--- src/srfn_pkg.sv ---
package srfn_pkg;

  localparam int BYTE_W     = 8;
  localparam int LEN_W      = 4;
  localparam int CFG_DATA_W = 64;
  localparam int CFG_IDX_W  = 3;
  localparam int LIMIT_W    = 17;
  localparam int CNT_W      = 16;

  localparam int PATTERN_MAX_DEF     = 8;
  localparam int REPLACEMENT_MAX_DEF = 8;

  typedef enum logic [CFG_IDX_W-1:0] {
    REG_PATTERN_BYTES     = 3'd0,
    REG_PATTERN_LEN       = 3'd1,
    REG_REPLACEMENT_BYTES = 3'd2,
    REG_REPLACEMENT_LEN   = 3'd3,
    REG_REPLACE_LIMIT     = 3'd4
  } cfg_reg_t;

  // window cell control: write enable, shift toward cell 0, current fill
  typedef struct packed {
    logic             en;
    logic             shift;
    logic [LEN_W-1:0] fill;
  } win_ctrl_t;

  // output queue cell control
  typedef struct packed {
    logic load;
    logic shift;
  } q_ctrl_t;

  // one pending result
  typedef struct packed {
    logic              vld;
    logic [BYTE_W-1:0] data;
    logic              has;
    logic              last;
  } out_slot_t;

endpackage

--- src/srfn_in_if.sv ---
interface srfn_in_if;
  import srfn_pkg::*;

  logic              valid;
  logic              ready;
  logic [BYTE_W-1:0] in_byte;
  logic              in_last;

  modport source (output valid, output in_byte, output in_last, input ready);
  modport sink   (input valid, input in_byte, input in_last, output ready);
endinterface

--- src/srfn_out_if.sv ---
interface srfn_out_if;
  import srfn_pkg::*;

  logic              valid;
  logic              ready;
  logic [BYTE_W-1:0] out_byte;
  logic              has_byte;
  logic              out_last;

  modport source (output valid, output out_byte, output has_byte, output out_last,
                  input ready);
  modport sink   (input valid, input out_byte, input has_byte, input out_last,
                  output ready);
endinterface

--- src/srfn_win_cell.sv ---
module srfn_win_cell #(
  parameter int IDX = 0
) (
  input  logic                        clk,
  input  srfn_pkg::win_ctrl_t         ctrl,
  input  logic [srfn_pkg::BYTE_W-1:0] in_byte,
  input  logic [srfn_pkg::BYTE_W-1:0] pat_byte,
  input  logic [srfn_pkg::BYTE_W-1:0] nbr_app,
  output logic [srfn_pkg::BYTE_W-1:0] byte_app,
  output logic                        eq
);
  import srfn_pkg::*;

  logic [BYTE_W-1:0] stored;

  // the new byte lands in the first free cell
  assign byte_app = (ctrl.fill == LEN_W'(IDX)) ? in_byte : stored;
  assign eq       = (byte_app == pat_byte);

  always_ff @(posedge clk) begin
    if (ctrl.en) begin
      stored <= ctrl.shift ? nbr_app : byte_app;
    end
  end

endmodule

--- src/srfn_out_cell.sv ---
module srfn_out_cell (
  input  logic                clk,
  input  logic                rst,
  input  srfn_pkg::q_ctrl_t   ctrl,
  input  srfn_pkg::out_slot_t slot_in,
  input  srfn_pkg::out_slot_t nbr,
  output srfn_pkg::out_slot_t q
);
  import srfn_pkg::*;

  always_ff @(posedge clk) begin
    if (rst) begin
      q.vld <= 1'b0;
    end else if (ctrl.load) begin
      q <= slot_in;
    end else if (ctrl.shift) begin
      q <= nbr;
    end
  end

endmodule

--- src/stream_replace_first_n.sv ---
// Streaming find-and-replace over a byte string.
// in_ch carries one byte per request with in_last marking the end of a string;
// out_ch carries the rewritten string, one byte per request, with has_byte low
// only on a bare end marker (last request's match deleted) and out_last on the
// final request of each string. Registers are written through cfg_we/cfg_idx/
// cfg_wdata; the user must do so only while the block is idle (not enforced).
// A request's first result shows on out_ch in the cycle after it is taken.
// Throughput: one input request per cycle while out_ch is not stalled and each
// request causes at most one result; a request that causes more (a replacement
// or a flush at end of string) holds in_ch, as the output queue drains one
// result per cycle with out_ch ready and takes a new batch only when it holds
// at most the result leaving in the same cycle.
// The window is a row of PATTERN_MAX byte cells that shift toward cell 0 when
// the oldest byte leaves; the output queue is a row of cells shifting toward
// the output port.
// Reset clears the registers to their defaults, empties the window, the
// queue and the replacement count. A stalled receiver holds the head result
// steady and backs up into in_ch as soon as the queue holds any result.
module stream_replace_first_n #(
  parameter int PATTERN_MAX     = srfn_pkg::PATTERN_MAX_DEF,
  parameter int REPLACEMENT_MAX = srfn_pkg::REPLACEMENT_MAX_DEF
) (
  input  logic                            clk,
  input  logic                            rst,
  input  logic                            cfg_we,
  input  logic [srfn_pkg::CFG_IDX_W-1:0]  cfg_idx,
  input  logic [srfn_pkg::CFG_DATA_W-1:0] cfg_wdata,
  srfn_in_if.sink                         in_ch,
  srfn_out_if.source                      out_ch
);
  import srfn_pkg::*;

  localparam int FW = $clog2(PATTERN_MAX + 1);
  localparam int QD = (PATTERN_MAX > REPLACEMENT_MAX) ? PATTERN_MAX : REPLACEMENT_MAX;

  // ---------------- configuration registers ----------------
  logic [CFG_DATA_W-1:0] pat_bytes;
  logic [LEN_W-1:0]      pat_len;
  logic [CFG_DATA_W-1:0] rep_bytes;
  logic [LEN_W-1:0]      rep_len;
  logic [LIMIT_W-1:0]    limit;

  always_ff @(posedge clk) begin
    if (rst) begin
      pat_bytes <= '0;
      pat_len   <= LEN_W'(1);
      rep_bytes <= '0;
      rep_len   <= '0;
      limit     <= '1;
    end else if (cfg_we) begin
      unique case (cfg_reg_t'(cfg_idx))
        REG_PATTERN_BYTES:     pat_bytes <= cfg_wdata;
        REG_PATTERN_LEN:       pat_len   <= cfg_wdata[LEN_W-1:0];
        REG_REPLACEMENT_BYTES: rep_bytes <= cfg_wdata;
        REG_REPLACEMENT_LEN:   rep_len   <= cfg_wdata[LEN_W-1:0];
        REG_REPLACE_LIMIT:     limit     <= cfg_wdata[LIMIT_W-1:0];
        default: ;  // unmapped index: ignored
      endcase
    end
  end

  // effective lengths: zero pattern length acts as one, both clamp to the max
  logic [LEN_W-1:0] l_eff;
  logic [LEN_W-1:0] r_eff;

  always_comb begin
    if (pat_len == '0) begin
      l_eff = LEN_W'(1);
    end else if (pat_len > LEN_W'(PATTERN_MAX)) begin
      l_eff = LEN_W'(PATTERN_MAX);
    end else begin
      l_eff = pat_len;
    end
    r_eff = (rep_len > LEN_W'(REPLACEMENT_MAX)) ? LEN_W'(REPLACEMENT_MAX) : rep_len;
  end

  // ---------------- window state ----------------
  logic [FW-1:0]    fill;
  logic [FW-1:0]    fill_app;   // fill after the incoming byte is appended
  logic [LEN_W-1:0] fill_app_w;
  logic [CNT_W-1:0] done_cnt;

  logic              accept;
  logic              do_repl;
  logic              emit_old;
  logic              may_repl;
  logic              match;
  logic [QD-1:0]     eq_vec;
  logic [QD-1:0]     len_mask;
  logic [BYTE_W-1:0] win_app [PATTERN_MAX];
  logic [BYTE_W-1:0] win_ext [QD];
  logic [BYTE_W-1:0] rep_ext [QD];
  win_ctrl_t         wctrl;

  assign accept     = in_ch.valid & in_ch.ready;
  assign fill_app   = (fill == FW'(PATTERN_MAX)) ? fill : fill + 1'b1;
  assign fill_app_w = LEN_W'(fill_app);

  // negative limit (sign bit) means no limit
  assign may_repl = limit[LIMIT_W-1] | (done_cnt < limit[CNT_W-1:0]);
  assign match    = &(eq_vec | ~len_mask);
  assign do_repl  = (fill_app_w == l_eff) & match & may_repl;
  assign emit_old = (fill_app_w >= l_eff);

  assign wctrl.en    = accept;
  assign wctrl.shift = ~do_repl & ~in_ch.in_last & emit_old;
  assign wctrl.fill  = LEN_W'(fill);

  genvar k;
  generate
    for (k = 0; k < QD; k++) begin : g_ext
      assign len_mask[k] = (LEN_W'(k) < l_eff);
      assign rep_ext[k]  = rep_bytes[BYTE_W*k +: BYTE_W];
      if (k < PATTERN_MAX) begin : g_win
        logic [BYTE_W-1:0] nbr;
        if (k + 1 < PATTERN_MAX) begin : g_nbr
          assign nbr = win_app[k+1];
        end else begin : g_end
          assign nbr = '0;
        end
        srfn_win_cell #(.IDX(k)) u_cell (
          .clk      (clk),
          .ctrl     (wctrl),
          .in_byte  (in_ch.in_byte),
          .pat_byte (pat_bytes[BYTE_W*k +: BYTE_W]),
          .nbr_app  (nbr),
          .byte_app (win_app[k]),
          .eq       (eq_vec[k])
        );
        assign win_ext[k] = win_app[k];
      end else begin : g_pad
        assign eq_vec[k]  = 1'b1;
        assign win_ext[k] = '0;
      end
    end
  endgenerate

  always_ff @(posedge clk) begin
    if (rst) begin
      fill     <= '0;
      done_cnt <= '0;
    end else if (accept) begin
      if (do_repl || in_ch.in_last) begin
        fill <= '0;
      end else if (emit_old) begin
        fill <= fill_app - 1'b1;
      end else begin
        fill <= fill_app;
      end
      if (in_ch.in_last) begin
        done_cnt <= '0;
      end else if (do_repl && (done_cnt != '1)) begin
        done_cnt <= done_cnt + 1'b1;
      end
    end
  end

  // ---------------- result batch for this request ----------------
  out_slot_t batch [QD];

  always_comb begin
    for (int i = 0; i < QD; i++) begin
      batch[i].data = '0;
      batch[i].has  = 1'b1;
      batch[i].last = 1'b0;
      batch[i].vld  = 1'b0;
      if (do_repl) begin
        if (r_eff == '0) begin
          // match deleted: only a bare end marker if the string ends here
          batch[i].vld  = in_ch.in_last && (i == 0);
          batch[i].has  = 1'b0;
          batch[i].last = in_ch.in_last && (i == 0);
        end else begin
          batch[i].vld  = (LEN_W'(i) < r_eff);
          batch[i].data = rep_ext[i];
          batch[i].last = in_ch.in_last && (LEN_W'(i) == r_eff - 1'b1);
        end
      end else if (in_ch.in_last) begin
        // flush whole window, unchanged
        batch[i].vld  = (LEN_W'(i) < fill_app_w);
        batch[i].data = win_ext[i];
        batch[i].last = (LEN_W'(i) == fill_app_w - 1'b1);
      end else begin
        batch[i].vld  = emit_old && (i == 0);
        batch[i].data = win_ext[0];
      end
    end
  end

  // ---------------- output queue ----------------
  out_slot_t qcell [QD+1];
  q_ctrl_t   qctrl;

  assign qcell[QD]   = '0;
  assign qctrl.load  = accept;
  assign qctrl.shift = out_ch.valid & out_ch.ready;

  // take a new batch once at most the departing result is left
  assign in_ch.ready = ~qcell[0].vld | (out_ch.ready & ~qcell[1].vld);

  generate
    for (k = 0; k < QD; k++) begin : g_q
      srfn_out_cell u_qcell (
        .clk     (clk),
        .rst     (rst),
        .ctrl    (qctrl),
        .slot_in (batch[k]),
        .nbr     (qcell[k+1]),
        .q       (qcell[k])
      );
    end
  endgenerate

  assign out_ch.valid    = qcell[0].vld;
  assign out_ch.out_byte = qcell[0].data;
  assign out_ch.has_byte = qcell[0].has;
  assign out_ch.out_last = qcell[0].last;

endmodule

--- src/flat_wrapper.sv ---
// flat-port wrapper written by rule: the top's interface ports become plain ports
module stream_replace_first_n_flat import srfn_pkg::*;
#(
  parameter int PATTERN_MAX     = srfn_pkg::PATTERN_MAX_DEF,
  parameter int REPLACEMENT_MAX = srfn_pkg::REPLACEMENT_MAX_DEF
)
  (clk, rst, cfg_we, cfg_idx, cfg_wdata, in_ch_valid, in_ch_in_byte, in_ch_in_last, in_ch_ready, out_ch_valid, out_ch_out_byte, out_ch_has_byte, out_ch_out_last, out_ch_ready);
  srfn_in_if in_ch_i ();
  srfn_out_if out_ch_i ();
  input  logic clk;
  input  logic rst;
  input  logic cfg_we;
  input  logic [srfn_pkg::CFG_IDX_W-1:0] cfg_idx;
  input  logic [srfn_pkg::CFG_DATA_W-1:0] cfg_wdata;
  input wire logic [$bits(in_ch_i.valid)-1:0] in_ch_valid;
  input wire logic [$bits(in_ch_i.in_byte)-1:0] in_ch_in_byte;
  input wire logic [$bits(in_ch_i.in_last)-1:0] in_ch_in_last;
  output wire logic [$bits(in_ch_i.ready)-1:0] in_ch_ready;
  output wire logic [$bits(out_ch_i.valid)-1:0] out_ch_valid;
  output wire logic [$bits(out_ch_i.out_byte)-1:0] out_ch_out_byte;
  output wire logic [$bits(out_ch_i.has_byte)-1:0] out_ch_has_byte;
  output wire logic [$bits(out_ch_i.out_last)-1:0] out_ch_out_last;
  input wire logic [$bits(out_ch_i.ready)-1:0] out_ch_ready;
  assign in_ch_i.valid = in_ch_valid;
  assign in_ch_i.in_byte = in_ch_in_byte;
  assign in_ch_i.in_last = in_ch_in_last;
  assign in_ch_ready = in_ch_i.ready;
  assign out_ch_valid = out_ch_i.valid;
  assign out_ch_out_byte = out_ch_i.out_byte;
  assign out_ch_has_byte = out_ch_i.has_byte;
  assign out_ch_out_last = out_ch_i.out_last;
  assign out_ch_i.ready = out_ch_ready;
  stream_replace_first_n #(.PATTERN_MAX(PATTERN_MAX), .REPLACEMENT_MAX(REPLACEMENT_MAX)) u_core (.clk(clk), .rst(rst), .cfg_we(cfg_we), .cfg_idx(cfg_idx), .cfg_wdata(cfg_wdata), .in_ch(in_ch_i), .out_ch(out_ch_i));
endmodule
--- config.mk ---
export PLATFORM = sky130hd
export DESIGN_NAME = stream_replace_first_n_flat
export DESIGN_NICKNAME = d
export VERILOG_FILES = /design/src/srfn_pkg.sv /design/src/srfn_in_if.sv /design/src/srfn_out_if.sv /design/src/srfn_win_cell.sv /design/src/srfn_out_cell.sv /design/src/stream_replace_first_n.sv /design/src/flat_wrapper.sv
export SDC_FILE = /design/constraint.sdc
export NUM_CORES = 1
export LEC_CHECK = 0
export BUFFER_PORTS_ARGS = -buffer_cell sky130_fd_sc_hd__buf_2
export CELL_PAD_IN_SITES_DETAIL_PLACEMENT = 1
export CELL_PAD_IN_SITES_GLOBAL_PLACEMENT = 2
export CORE_MARGIN = 5
export CORE_UTILIZATION = 40
export CTS_BUF_LIST = sky130_fd_sc_hd__clkbuf_4 sky130_fd_sc_hd__clkbuf_8
export CTS_CLUSTER_SIZE = 30
export DETAILED_ROUTE_END_ITERATION = 16
export GPL_TIMING_DRIVEN = 0
export PLACE_DENSITY_LB_ADDON = 0.05
export SLEW_MARGIN = 20
export SYNTH_ARGS = -nofsm -noshare
export SYNTH_HDL_FRONTEND = slang
export SYNTH_SLANG_ARGS = --single-unit
--- constraint.sdc ---
create_clock -name clk -period 6.23 [get_ports clk]
set_input_delay 1.246 -clock clk [delete_from_list [all_inputs] [get_ports clk]]
set_output_delay 1.246 -clock clk [all_outputs]
set_load 0.02 [all_outputs]
==> flow_summary.toml <==
[synth]
synth_area_mm2 = 0.0176
yosys_most_used_dff = "dfxtp_1"
ys_types = 86
synth_top_area_share_pct = 24.6
ys_ff_latch = 325
synth_top_area_cell = "edfxtp_1"
syn_area_per_cell_um2 = 8.62
syn-num-nets = 2146
netlist_top_cells_area = "edfxtp_1 (25%), dfxtp_1 (21%), nand2_1 (8.6%)"
syn_inst = 2037
synth_edf_count = 144
yosys-top-cells-count = "nand2_1 (403), a21oi_1 (201), dfxtp_1 (181)"
synthArstFlopShare_pct = 0
ys_warn_count = 0
yosysSeqAreaShare_pct = 45.3
yosysMostFrequentCell = "nand2_1"

[pwr]
cellPowerDensity_mw_per_mm2 = 281
vdd_drop_max_uv = 224
p_leak_uw = 0.00772
p_total_uw = 5700

[clocking]
cts_resized = 0
cts_buffers = 60
cts_tree = "done"
post_cts_buffers = 0
max-clock-path-buffers = 3
path_clk_slew_ns = 0.06
holdBufCountCts = 0
cts.sinks = 325
h-tree-depth = 2
clock-root-buffer = "clkbuf_8"
clkLatencyLatePin_ns = 0.68

[global_routing]
antenna_found_initial = 3
grt_pass1_vias = 17200
grt_pass1_wl_um = 112000
grt_usage_pct = 31.4
grt_max_degree = 44
grt-ovfl-total = 0

[worst_setup_path]
crit_type = "in -> reg"
cp-end-kind = "flop"
critical_path.startpoint = "in_ch_in_byte[7]"
r2r_start = "u_core.fill[1]"
required_ns = 6.64
ff2ff_path_depth = 14
start_kind = "input pin"
crit_fanout = 10
crit_arrival_ns = 6.02
r2r_end = "u_core.g_q[2].u_qcell.q[0]"
r2r_slack_ns = 0.72

[sta]
slew_viol_final = 0
worst_pin_slew_ns = 1.26
hold_viol = 0
fmax_mhz = 178
period_minus_slack_ns = 5.61
relSlewSlack_pct = 15.7
tns_ns = 0
setup_slack_ns = 0.620
finalSetupViolations = 0
period_share_pct = 90.1
worst_clock_skew_ns = 0.0324
rsz0062_at_grt = "no"

[min_path]
min_to = "u_core.rep_bytes[36]"
min_path_cells = 2
worstHoldPathType = "reg -> reg"
hp-start = "u_core.rep_bytes[36]"

[cells_and_area]
drive_gt1_share_pct = 14.0
fillers = 5181
finalNetCount = 2303
stdcell_area_mm2 = 0.0203
area_delta_synth_final_pct = 15.5
antenna_cells = 0

[floorplanning]
core_mm2 = 0.0433
rows = 76
die_y_um = 219
dieArea_mm2 = 0.0482
die_w_um = 219
start_util_pct = 40.6
io_pins = 93

[routing]
routed_wirelength_um = 77100
vias = 16900
ant_nets = 0
wire_per_inst_um = 27.3
drtIter0Drc = 1717
drc = 0
first_pass_iters = 7
via_per_inst = 5.97

[place]
place_hpwl_um = 57400
dpl_worst_slack_ns = 0.207
post_dp_cell_area_mm2 = 0.0189
io_buffers = 89
finalWeightedCongestion = 0.957

[outcome]
status = "finished, final reports clean"

[job]
max_cap_violations = 0
## cells in the final DEF, fill, tap and decap left out, types with 19 or more instances in the layout
| master | n |
|---|---|
| nor2_1 | 136 |
| nand3_1 | 67 |
| dfxtp_1 | 181 |
| a211o_1 | 27 |
| nand2_1 | 403 |
| clkbuf_8 | 77 |
| a21oi_1 | 201 |
| o22ai_1 | 25 |
| nand3b_1 | 33 |
| nor3_1 | 24 |
| ha_1 | 28 |
| a211oi_1 | 30 |
| o21ai_0 | 67 |
| nor2b_1 | 23 |
| or3_1 | 19 |
| inv_1 | 87 |
| edfxtp_1 | 144 |
| a31oi_1 | 66 |
| clkbuf_1 | 106 |
| xnor2_1 | 20 |
| mux2i_1 | 41 |
| buf_2 | 105 |
## critical path, cell delays in order
cell and delay (ns):
clkbuf_1 0.77, clkbuf_1 0.84, xor2_1 0.13, o21ai_0 0.23, nand4_1 0.12, nor4_1 0.86, nor3_1 0.18, nor4_2 0.84
buf_2 0.40, o21ai_0 0.16, a22o_1 0.21
## stage by stage
stage          hold slack [ns]  instances  util, %
6_report                 0.458       2828     46.8
5_1_grt                  0.477       2828     46.8
4_1_cts                  0.458       2828     46.8
3_5_place_dp             0.450       2717     43.7
3_3_place_gp             0.446       2711     43.3
2_1_floorplan            0.433       2037        -
## power breakdown
part,leakage [uW],switching (uW),internal [uW]
Combinational,0.00415,564,289
Sequential,0.00283,91.2,2380
Clock,0.000739,997,1370
## per-layer routing
| metal | track usage, % | up-vias | wire, um |
|---|---|---|---|
| met1 | 42.0 | 8414 | 33200 |
| li1 | - | 7672 | - |
| met4 | 14.4 | 2 | 3780 |
| met5 | 0 | - | 14 |
| met2 | 49.6 | 626 | 34400 |
| met3 | 5.99 | 179 | 5650 |
## state kept, by name (all words and copies together) (netlist names), 16 cells and up
name                              count
u_core.g_q.u_qcell.q                 88
u_core.g_ext.g_win.u_cell.stored     64
u_core.pat_bytes                     64
u_core.rep_bytes                     64
u_core.limit                         17
u_core.done_cnt                      16
## layout make-up
| class | instances | area (um^2) | area share (%) |
|---|---|---|---|
| clock buffers | 94 | 1190 | 5.86 |
| repair buffers | 95 | 578 | 2.85 |
| plain buffers | 150 | 711 | 3.51 |
| multi-input cells | 1471 | 8590 | 42.4 |
| flip-flops and latches | 325 | 7950 | 39.2 |
| well taps | 585 | 732 | 3.61 |
| clock inverters | 17 | 185 | 0.914 |
| inverters | 91 | 342 | 1.69 |
## worst max path at each step
stage / to / slack, ns / depth (start not counted)
global placement: u_core.g_q[4].u_qcell.q[5] / -2.41 / 4
CTS: u_core.g_q[2].u_qcell.q[0] / 0.91 / 14
finish: u_core.g_q[2].u_qcell.q[0] / 0.62 / 11
detailed placement: u_core.g_q[2].u_qcell.q[0] / 0.21 / 11
floorplan: u_core.g_q[0].u_qcell.q[0] / 0.55 / 4
global route: u_core.g_q[2].u_qcell.q[0] / 0.51 / 11
## cell families (layout without fill, tap and decap cells)
group,Yosys count,in the layout,synth area share [%]
mux,47,47,2.81
xor+xnor,33,33,1.65
fa+ha+maj,28,28,2.00
compound gates,569,569,21.8
flops,325,325,45.3
simple gates,794,794,20.5
buf+inv,241,447,5.95
Note: power is estimated with default switching activity, not from simulation.
